$ cat config.mk
export PLATFORM = sky130hd
export DESIGN_NAME = acbc_ctrl
export DESIGN_NICKNAME = d
export VERILOG_FILES = /design/src/hw/rtl/acbc_pkg.sv /design/src/hw/rtl/acbc_ctrl.sv
export SDC_FILE = /design/constraint.sdc
export NUM_CORES = 1
export LEC_CHECK = 0
export ABC_AREA = 1
export BUFFER_PORTS_ARGS = -buffer_cell sky130_fd_sc_hd__buf_2
export CAP_MARGIN = 20
export CORE_MARGIN = 1.5
export CORE_UTILIZATION = 56
export CTS_CLUSTER_SIZE = 16
export DETAILED_ROUTE_END_ITERATION = 7
export PLACE_DENSITY = 0.84
export RECOVER_POWER = 50
export SLEW_MARGIN = 20
export SYNTH_ARGS = -nofsm -noshare
export SYNTH_HDL_FRONTEND = slang
export SYNTH_SLANG_ARGS = --single-unit
$ cat constraint.sdc
create_clock -name clk -period 3.8 [get_ports clk]
set_input_delay 0.38 -clock clk [delete_from_list [all_inputs] [get_ports clk]]
set_output_delay 0.38 -clock clk [all_outputs]
set_load 0.03 [all_outputs]
$ cat src/hw/rtl/acbc_pkg.sv
package acbc_pkg;

  localparam int BLK_W = 128;
  localparam int TDATA_W = 136;

  localparam logic [2:0] REG_DIRECTION = 3'd0;
  localparam logic [2:0] REG_KEY_SIZE = 3'd1;
  localparam logic [2:0] REG_KEY_WORD0 = 3'd2;
  localparam logic [2:0] REG_KEY_WORD1 = 3'd3;
  localparam logic [2:0] REG_KEY_WORD2 = 3'd4;
  localparam logic [2:0] REG_KEY_WORD3 = 3'd5;
  localparam logic [2:0] REG_IV_HIGH = 3'd6;
  localparam logic [2:0] REG_IV_LOW = 3'd7;

  localparam logic [1:0] KS_128 = 2'd0;
  localparam logic [1:0] KS_192 = 2'd1;

  typedef struct packed {
    logic       capture;
    logic       kexp;
    logic [5:0] kidx;
    logic       load;
    logic       use_iv;
    logic       pad;
    logic       round;
    logic       final_round;
    logic [3:0] rk_idx;
    logic       finish;
  } acbc_cmd_t;

  typedef struct packed {
    logic [3:0] nr;
    logic       dir;
    logic       extra;
    logic       out_free;
  } acbc_sts_t;

  localparam logic [7:0] SBOX [256] = '{
    8'h63,8'h7c,8'h77,8'h7b,8'hf2,8'h6b,8'h6f,8'hc5,8'h30,8'h01,8'h67,8'h2b,8'hfe,8'hd7,8'hab,8'h76,
    8'hca,8'h82,8'hc9,8'h7d,8'hfa,8'h59,8'h47,8'hf0,8'had,8'hd4,8'ha2,8'haf,8'h9c,8'ha4,8'h72,8'hc0,
    8'hb7,8'hfd,8'h93,8'h26,8'h36,8'h3f,8'hf7,8'hcc,8'h34,8'ha5,8'he5,8'hf1,8'h71,8'hd8,8'h31,8'h15,
    8'h04,8'hc7,8'h23,8'hc3,8'h18,8'h96,8'h05,8'h9a,8'h07,8'h12,8'h80,8'he2,8'heb,8'h27,8'hb2,8'h75,
    8'h09,8'h83,8'h2c,8'h1a,8'h1b,8'h6e,8'h5a,8'ha0,8'h52,8'h3b,8'hd6,8'hb3,8'h29,8'he3,8'h2f,8'h84,
    8'h53,8'hd1,8'h00,8'hed,8'h20,8'hfc,8'hb1,8'h5b,8'h6a,8'hcb,8'hbe,8'h39,8'h4a,8'h4c,8'h58,8'hcf,
    8'hd0,8'hef,8'haa,8'hfb,8'h43,8'h4d,8'h33,8'h85,8'h45,8'hf9,8'h02,8'h7f,8'h50,8'h3c,8'h9f,8'ha8,
    8'h51,8'ha3,8'h40,8'h8f,8'h92,8'h9d,8'h38,8'hf5,8'hbc,8'hb6,8'hda,8'h21,8'h10,8'hff,8'hf3,8'hd2,
    8'hcd,8'h0c,8'h13,8'hec,8'h5f,8'h97,8'h44,8'h17,8'hc4,8'ha7,8'h7e,8'h3d,8'h64,8'h5d,8'h19,8'h73,
    8'h60,8'h81,8'h4f,8'hdc,8'h22,8'h2a,8'h90,8'h88,8'h46,8'hee,8'hb8,8'h14,8'hde,8'h5e,8'h0b,8'hdb,
    8'he0,8'h32,8'h3a,8'h0a,8'h49,8'h06,8'h24,8'h5c,8'hc2,8'hd3,8'hac,8'h62,8'h91,8'h95,8'he4,8'h79,
    8'he7,8'hc8,8'h37,8'h6d,8'h8d,8'hd5,8'h4e,8'ha9,8'h6c,8'h56,8'hf4,8'hea,8'h65,8'h7a,8'hae,8'h08,
    8'hba,8'h78,8'h25,8'h2e,8'h1c,8'ha6,8'hb4,8'hc6,8'he8,8'hdd,8'h74,8'h1f,8'h4b,8'hbd,8'h8b,8'h8a,
    8'h70,8'h3e,8'hb5,8'h66,8'h48,8'h03,8'hf6,8'h0e,8'h61,8'h35,8'h57,8'hb9,8'h86,8'hc1,8'h1d,8'h9e,
    8'he1,8'hf8,8'h98,8'h11,8'h69,8'hd9,8'h8e,8'h94,8'h9b,8'h1e,8'h87,8'he9,8'hce,8'h55,8'h28,8'hdf,
    8'h8c,8'ha1,8'h89,8'h0d,8'hbf,8'he6,8'h42,8'h68,8'h41,8'h99,8'h2d,8'h0f,8'hb0,8'h54,8'hbb,8'h16
  };

  localparam logic [7:0] INV_SBOX [256] = '{
    8'h52,8'h09,8'h6a,8'hd5,8'h30,8'h36,8'ha5,8'h38,8'hbf,8'h40,8'ha3,8'h9e,8'h81,8'hf3,8'hd7,8'hfb,
    8'h7c,8'he3,8'h39,8'h82,8'h9b,8'h2f,8'hff,8'h87,8'h34,8'h8e,8'h43,8'h44,8'hc4,8'hde,8'he9,8'hcb,
    8'h54,8'h7b,8'h94,8'h32,8'ha6,8'hc2,8'h23,8'h3d,8'hee,8'h4c,8'h95,8'h0b,8'h42,8'hfa,8'hc3,8'h4e,
    8'h08,8'h2e,8'ha1,8'h66,8'h28,8'hd9,8'h24,8'hb2,8'h76,8'h5b,8'ha2,8'h49,8'h6d,8'h8b,8'hd1,8'h25,
    8'h72,8'hf8,8'hf6,8'h64,8'h86,8'h68,8'h98,8'h16,8'hd4,8'ha4,8'h5c,8'hcc,8'h5d,8'h65,8'hb6,8'h92,
    8'h6c,8'h70,8'h48,8'h50,8'hfd,8'hed,8'hb9,8'hda,8'h5e,8'h15,8'h46,8'h57,8'ha7,8'h8d,8'h9d,8'h84,
    8'h90,8'hd8,8'hab,8'h00,8'h8c,8'hbc,8'hd3,8'h0a,8'hf7,8'he4,8'h58,8'h05,8'hb8,8'hb3,8'h45,8'h06,
    8'hd0,8'h2c,8'h1e,8'h8f,8'hca,8'h3f,8'h0f,8'h02,8'hc1,8'haf,8'hbd,8'h03,8'h01,8'h13,8'h8a,8'h6b,
    8'h3a,8'h91,8'h11,8'h41,8'h4f,8'h67,8'hdc,8'hea,8'h97,8'hf2,8'hcf,8'hce,8'hf0,8'hb4,8'he6,8'h73,
    8'h96,8'hac,8'h74,8'h22,8'he7,8'had,8'h35,8'h85,8'he2,8'hf9,8'h37,8'he8,8'h1c,8'h75,8'hdf,8'h6e,
    8'h47,8'hf1,8'h1a,8'h71,8'h1d,8'h29,8'hc5,8'h89,8'h6f,8'hb7,8'h62,8'h0e,8'haa,8'h18,8'hbe,8'h1b,
    8'hfc,8'h56,8'h3e,8'h4b,8'hc6,8'hd2,8'h79,8'h20,8'h9a,8'hdb,8'hc0,8'hfe,8'h78,8'hcd,8'h5a,8'hf4,
    8'h1f,8'hdd,8'ha8,8'h33,8'h88,8'h07,8'hc7,8'h31,8'hb1,8'h12,8'h10,8'h59,8'h27,8'h80,8'hec,8'h5f,
    8'h60,8'h51,8'h7f,8'ha9,8'h19,8'hb5,8'h4a,8'h0d,8'h2d,8'he5,8'h7a,8'h9f,8'h93,8'hc9,8'h9c,8'hef,
    8'ha0,8'he0,8'h3b,8'h4d,8'hae,8'h2a,8'hf5,8'hb0,8'hc8,8'heb,8'hbb,8'h3c,8'h83,8'h53,8'h99,8'h61,
    8'h17,8'h2b,8'h04,8'h7e,8'hba,8'h77,8'hd6,8'h26,8'he1,8'h69,8'h14,8'h63,8'h55,8'h21,8'h0c,8'h7d
  };

  function automatic logic [7:0] xtime(input logic [7:0] a);
    xtime = {a[6:0], 1'b0} ^ (a[7] ? 8'h1b : 8'h00);
  endfunction

  function automatic logic [31:0] mix_col(input logic [31:0] w);
    logic [7:0] a, b, d, e;
    a = w[31:24]; b = w[23:16]; d = w[15:8]; e = w[7:0];
    mix_col = {xtime(a) ^ xtime(b) ^ b ^ d ^ e,
               a ^ xtime(b) ^ xtime(d) ^ d ^ e,
               a ^ b ^ xtime(d) ^ xtime(e) ^ e,
               xtime(a) ^ a ^ b ^ d ^ xtime(e)};
  endfunction

  // inverse mix as a pre-multiply by {04,05} followed by the forward mix
  function automatic logic [31:0] inv_mix_col(input logic [31:0] w);
    logic [7:0] a, b, d, e, u, v;
    a = w[31:24]; b = w[23:16]; d = w[15:8]; e = w[7:0];
    u = xtime(xtime(a ^ d));
    v = xtime(xtime(b ^ e));
    inv_mix_col = mix_col({a ^ u, b ^ v, d ^ u, e ^ v});
  endfunction

endpackage

$ cat src/hw/rtl/acbc_ctrl.sv
module acbc_ctrl (
  input  logic                clk,
  input  logic                rst_n,
  input  logic                in_tvalid,
  output logic                in_tready,
  input  logic                in_tlast,
  input  logic                cfg_we,
  input  logic [2:0]          cfg_addr,
  input  acbc_pkg::acbc_sts_t sts,
  output acbc_pkg::acbc_cmd_t cmd
);

  typedef enum logic [2:0] {
    ST_IDLE,
    ST_EXPAND,
    ST_LOAD,
    ST_ROUND,
    ST_FIN
  } state_t;

  state_t     state_r, state_nxt;
  logic [5:0] kidx_r, kidx_nxt;
  logic [3:0] rnd_r, rnd_nxt;
  logic       keys_ready_r, keys_ready_nxt;
  logic       at_start_r, at_start_nxt;
  logic       use_iv_r, use_iv_nxt;
  logic       pad_pass_r, pad_pass_nxt;
  logic [5:0] key_last;

  assign key_last = 6'({sts.nr, 2'b00} + 6'd3);

  always_comb begin
    state_nxt      = state_r;
    kidx_nxt       = kidx_r;
    rnd_nxt        = rnd_r;
    keys_ready_nxt = keys_ready_r;
    at_start_nxt   = at_start_r;
    use_iv_nxt     = use_iv_r;
    pad_pass_nxt   = pad_pass_r;
    cmd            = '0;
    in_tready      = 1'b0;
    case (state_r)
      ST_IDLE: begin
        in_tready = 1'b1;
        if (in_tvalid) begin
          cmd.capture  = 1'b1;
          use_iv_nxt   = at_start_r;
          at_start_nxt = in_tlast;
          pad_pass_nxt = 1'b0;
          kidx_nxt     = '0;
          state_nxt    = keys_ready_r ? ST_LOAD : ST_EXPAND;
        end
      end
      ST_EXPAND: begin
        cmd.kexp = 1'b1;
        cmd.kidx = kidx_r;
        if (kidx_r == key_last) begin
          keys_ready_nxt = 1'b1;
          state_nxt      = ST_LOAD;
        end else begin
          kidx_nxt = kidx_r + 6'd1;
        end
      end
      ST_LOAD: begin
        cmd.load   = 1'b1;
        cmd.use_iv = use_iv_r && !pad_pass_r;
        cmd.pad    = pad_pass_r;
        cmd.rk_idx = sts.dir ? sts.nr : 4'd0;
        rnd_nxt    = 4'd1;
        state_nxt  = ST_ROUND;
      end
      ST_ROUND: begin
        cmd.round       = 1'b1;
        cmd.final_round = (rnd_r == sts.nr);
        cmd.rk_idx      = sts.dir ? (sts.nr - rnd_r) : rnd_r;
        if (rnd_r == sts.nr) begin
          state_nxt = ST_FIN;
        end else begin
          rnd_nxt = rnd_r + 4'd1;
        end
      end
      ST_FIN: begin
        if (sts.out_free) begin
          cmd.finish = 1'b1;
          if (sts.extra && !pad_pass_r) begin
            pad_pass_nxt = 1'b1;
            state_nxt    = ST_LOAD;
          end else begin
            state_nxt = ST_IDLE;
          end
        end
      end
      default: state_nxt = ST_IDLE;
    endcase
    if (cfg_we && (cfg_addr == acbc_pkg::REG_KEY_SIZE || cfg_addr == acbc_pkg::REG_KEY_WORD0 ||
        cfg_addr == acbc_pkg::REG_KEY_WORD1 || cfg_addr == acbc_pkg::REG_KEY_WORD2 ||
        cfg_addr == acbc_pkg::REG_KEY_WORD3)) begin
      keys_ready_nxt = 1'b0;
    end
  end

  always_ff @(posedge clk) begin
    if (!rst_n) begin
      state_r      <= ST_IDLE;
      kidx_r       <= '0;
      rnd_r        <= '0;
      keys_ready_r <= 1'b0;
      at_start_r   <= 1'b1;
      use_iv_r     <= 1'b0;
      pad_pass_r   <= 1'b0;
    end else begin
      state_r      <= state_nxt;
      kidx_r       <= kidx_nxt;
      rnd_r        <= rnd_nxt;
      keys_ready_r <= keys_ready_nxt;
      at_start_r   <= at_start_nxt;
      use_iv_r     <= use_iv_nxt;
      pad_pass_r   <= pad_pass_nxt;
    end
  end

endmodule

# After elaboration in Yosys (flattened, before gate mapping)
# Index checks and enable logic that the tools add are counted.
[totals]
ff_bits = 17
latch_bits = 0
n_memories = 0
ram_bits = 0
input_bits = 15
rom_bits = 0
[classes]
n_mux = 27
n_lt_le_gt_ge = 0
bitwise = 1
mul = 0
n_reduce_logical = 19
n_addsub = 4
eq_ne = 18
div = 0
shift = 0
[op_table]
columns = ["cell", "n"]
rows = [
  ["case mux 4 bit (2 select lines)", 2],
  ["2-to-1 mux 3 bit", 5],
  ["case mux 3 bit (5 select lines)", 1],
  ["inequality test 2 bit (second input constant)", 7],
  ["equality test 3 x 2 -> 1 bit (second input constant)", 4],
  ["2-to-1 mux 4 bit", 3],
  ["2-to-1 mux 6 bit", 2],
  ["case mux 6 bit (2 select lines)", 1],
  ["equality test 3 bit (second input constant)", 3],
  ["2-to-1 mux 1 bit", 8],
  ["AND reduction 4 bit", 2],
  ["2-to-1 mux 7 bit", 1],
  ["adder 6 x 1 -> 6 bit (second input constant)", 1],
  ["adder 6 x 2 -> 6 bit (second input constant)", 1],
  ["equality test 3 x 1 -> 1 bit (second input constant)", 2],
  ["equality test 6 bit", 1],
  ["2-to-1 mux 2 bit", 3],
  ["AND reduction 2 bit", 3],
  ["nonzero test 2 bit", 3],
  ["adder 4 x 1 -> 4 bit (second input constant)", 1],
  ["equality test 4 bit", 1],
  ["logical OR 1 bit", 4],
  ["subtractor 4 bit", 1],
  ["logical AND 1 bit", 3],
  ["other kinds (6)", 6],
]

# Logic depth before layout (Yosys ltp)
[logic_depth]
ltp_word = 7
depth_mapped = 10
depth_no_buf = 10

# Least setup slack after synthesis
# No wires, ideal clock.
[synth_path]
kind = "in2out"
start = "input sts[3] (netlist bit)"
end = "output cmd[3] (netlist bit)"
path_stages = 6
setup_slack_ps = 1769
t_arrival_ps = 1651
cell_sequence = "inv_1 -> ha_1 -> fa_1 -> xnor2_1 -> nor2_1 -> o32ai_1"
[synth_rtl]
columns = ["item", "line", "rtl"]
rows = [
  ["start: declaration", "acbc_ctrl.sv:9", "input acbc_pkg::acbc_sts_t sts,"],
  ["end: declaration", "acbc_ctrl.sv:10", "output acbc_pkg::acbc_cmd_t cmd"],
]

==> metrics <==
status=finished, final reports clean; Synthesis Warnings=0; crit path from=rnd_r[2]; Arr. time, crit path=1.86 ns; final max-slew violation count=0; first-pass GRT wire length=4940 µm; number of detailed-route iterations in the first pass=4; Fin. Hold Viols=0; PD cells=657 mW/mm²; post-route ant nets=0; final setup TNS=0 ns; DRC Markers=0; Worst Path Required=3.42 ns; Mean Syn Cell Area=6.26 µm²; fmax=0.447 GHz; # diodes=0; MaxCap Viol Count=0; drt wl/cell=11.1 µm; hold_buf cts=0; Final Worst Setup Slack=1.56 ns; Die Area=0.00260 mm²; hold_ws=0.306 ns; vias after detailed routing=1346; vias per cell=5.00; R2R Setup Slk=2.09 ns; Final Skew=0.0117 ns; Reg-to-Reg Start=kidx_r[1]; Setup Crit Path Kind=flop to output port; CP Launch Type=flop; clk root buf=clkbuf_4; share of layout cells above drive strength 1=20.7%; most frequent CP cell=nand2_1; Rows=17; IO buf count=33; IO Pins=34; Pwr Total=0.975 mW; critical path's largest stage delay=0.40 ns; Mapped Cells=206; number of global-route vias before repair=1154; initial antenna violation count=0; Synth Register Bits=17; WP buf/inv=2; post-synth cell types=31; # nets final=263; Initial Util=58.8%; standard cell core area=0.00219 mm²; TritonCTS Buffers=3; Area after DPL=0.00148 mm²; htree depth=1; First DRT Iteration DRCs=23; worst skew pair latency=0.29 ns; routability cong.=0.953; min Tclk post-route=2.24 ns; GRT Resource Usage Total=24.5%; post-CTS sizing=0; Setup Slack @ Placement=1.74 ns; clock-pin slew on the worst setup and hold paths=0.11 ns; Slew @ Worst Pin=0.371 ns; sequential fraction of the synthesis area=26.4%; hold crit path type=primary input to flop; Worst Path Max Fanout=4; largest net degree at the start of global routing=13; RSZ-0062 raised after global routing=no; CTS tree=built; relative slew slack=75.4%; setup bufs post-CTS=0; Final period util=58.9%; IR Drop Worst-Case VDD=509 µV; final setup vio count=0; post-route cell area=0.00149 mm²; Slowest-stage cell, CP=dfxtp_1; Clock Tree Buf Depth=2; post-synth net total=227; grt total ovfl=0; DP HPWL=2350 µm; final WL=2990 µm; Worst setup EP type=output port; Chip Width=51.0 µm; Post-Syn Area=0.00129 mm²; Leak=0.736 nW; delay-heaviest family, CP=flip-flops; hold wc startpoint=in_tlast; CTS sink count=17; Die Span Y=51.0 µm; CP cell instances=inv_1 > ha_1 > nand2_1 > o21ai_0 > a21oi_1 > o21ai_0 > nand2_1 > nand2_1 > buf_2; Area Overhead vs Synth=15.2%
==> worst paths after layout <==
kind | end | cells past startpoint
max | cmd[4] | 9
min | at_start_r | 3
max reg2reg | kidx_r[2] | 8
min reg2reg | use_iv_r | 2
==> flip-flops by register name (all words and copies together), names as in the netlist <==
signal and flops:
kidx_r 6, rnd_r 4, state_r 3, at_start_r 1
keys_ready_r 1, pad_pass_r 1, use_iv_r 1
==> power by group <==
part,total [mW],internal (mW),leakage [nW],switching (mW)
combinational,0.581,0.189,0.582,0.392
clock,0.0998,0.0407,0.0150,0.0591
sequential,0.294,0.229,0.139,0.0657
==> kinds of logic (layout without fill, tap and decap cells) <==
kind of cell | Yosys count | count (layout) | share of synthesized area [%]
buf+inv | 38 | 73 | 11.4
compound gates | 30 | 30 | 14.0
simple gates | 113 | 113 | 40.5
fa+ha+maj | 6 | 6 | 6.41
xor+xnor | 2 | 2 | 1.36
flops | 17 | 17 | 26.4
==> layout make-up <==
cell class                      count  area [µm²]
Timing Repair Buffer               33         158
Sequential cell                    17         340
Clock buffer                        4        26.3
Fill cell                         228         706
Inverter                           36         138
Multi-Input combinational cell    151         788
Tap cell                           28        35.0
==> tightest hold or removal path, stage by stage <==
cell     delay, ns
buf_2         0.08
nand2_1       0.04
nand3_1       0.06
==> synthesized netlist by cell type, drive strengths merged <==
master	number	area share [%]
nand2	49	16
inv	36	11
nor2	35	11
nand3	21	9.1
dfxtp	17	26
a21oi	13	5.6
o21ai	12	5.0
ha	5	4.9
nor3	4	2.4
nand4	2	1.5
o32ai	2	1.4
xnor2	2	1.4
a2bb2oi	1	0.68
a32o	1	0.78
buf	1	0.39
clkbuf	1	0.29
fa	1	1.6
nor3b	1	0.58
o211ai	1	0.58
or2	1	0.49
==> metrics by stage <==
step | std cells | utilization (%)
floorplan | 206 | -
global placement | 265 | 67.6
detailed placement | 265 | 67.6
CTS | 269 | 68.8
global route | 269 | 67.8
finish | 269 | 67.8
==> layout by cell type, fill, tap and decap left out <==
| cell | n |
|---|---|
| nand2_1 | 44 |
| o21ai_1 | 2 |
| nand3_4 | 1 |
| clkbuf_1 | 7 |
| or2_2 | 1 |
| inv_2 | 8 |
| nand3_1 | 20 |
| a21oi_1 | 11 |
| o21ai_0 | 9 |
| nor3_1 | 3 |
| inv_1 | 27 |
| a21oi_2 | 2 |
| o32ai_1 | 2 |
| o211ai_1 | 1 |
| nor3b_1 | 1 |
| a2bb2oi_1 | 1 |
| nand2_4 | 1 |
| a32o_1 | 1 |
| inv_4 | 1 |
| dfxtp_1 | 17 |
| nor3_4 | 1 |
| nor2_1 | 35 |
| nand4_1 | 2 |
| xnor2_1 | 2 |
| fa_1 | 1 |
| ha_1 | 5 |
| buf_2 | 27 |
| clkbuf_4 | 3 |
| nand2_2 | 4 |
| o21ai_2 | 1 |
==> metal layers <==
| layer | vias to the layer above | routed length [µm] | GRT usage (%) |
|---|---|---|---|
| met2 | 21 | 1390 | 42.4 |
| met4 | 0 | 22 | 7.21 |
| met3 | 4 | 86 | 2.34 |
| li1 | 728 | - | - |
| met1 | 593 | 1490 | 32.0 |
| met5 | - | 0 | 0 |
Note: power is estimated with default switching activity, not from simulation.
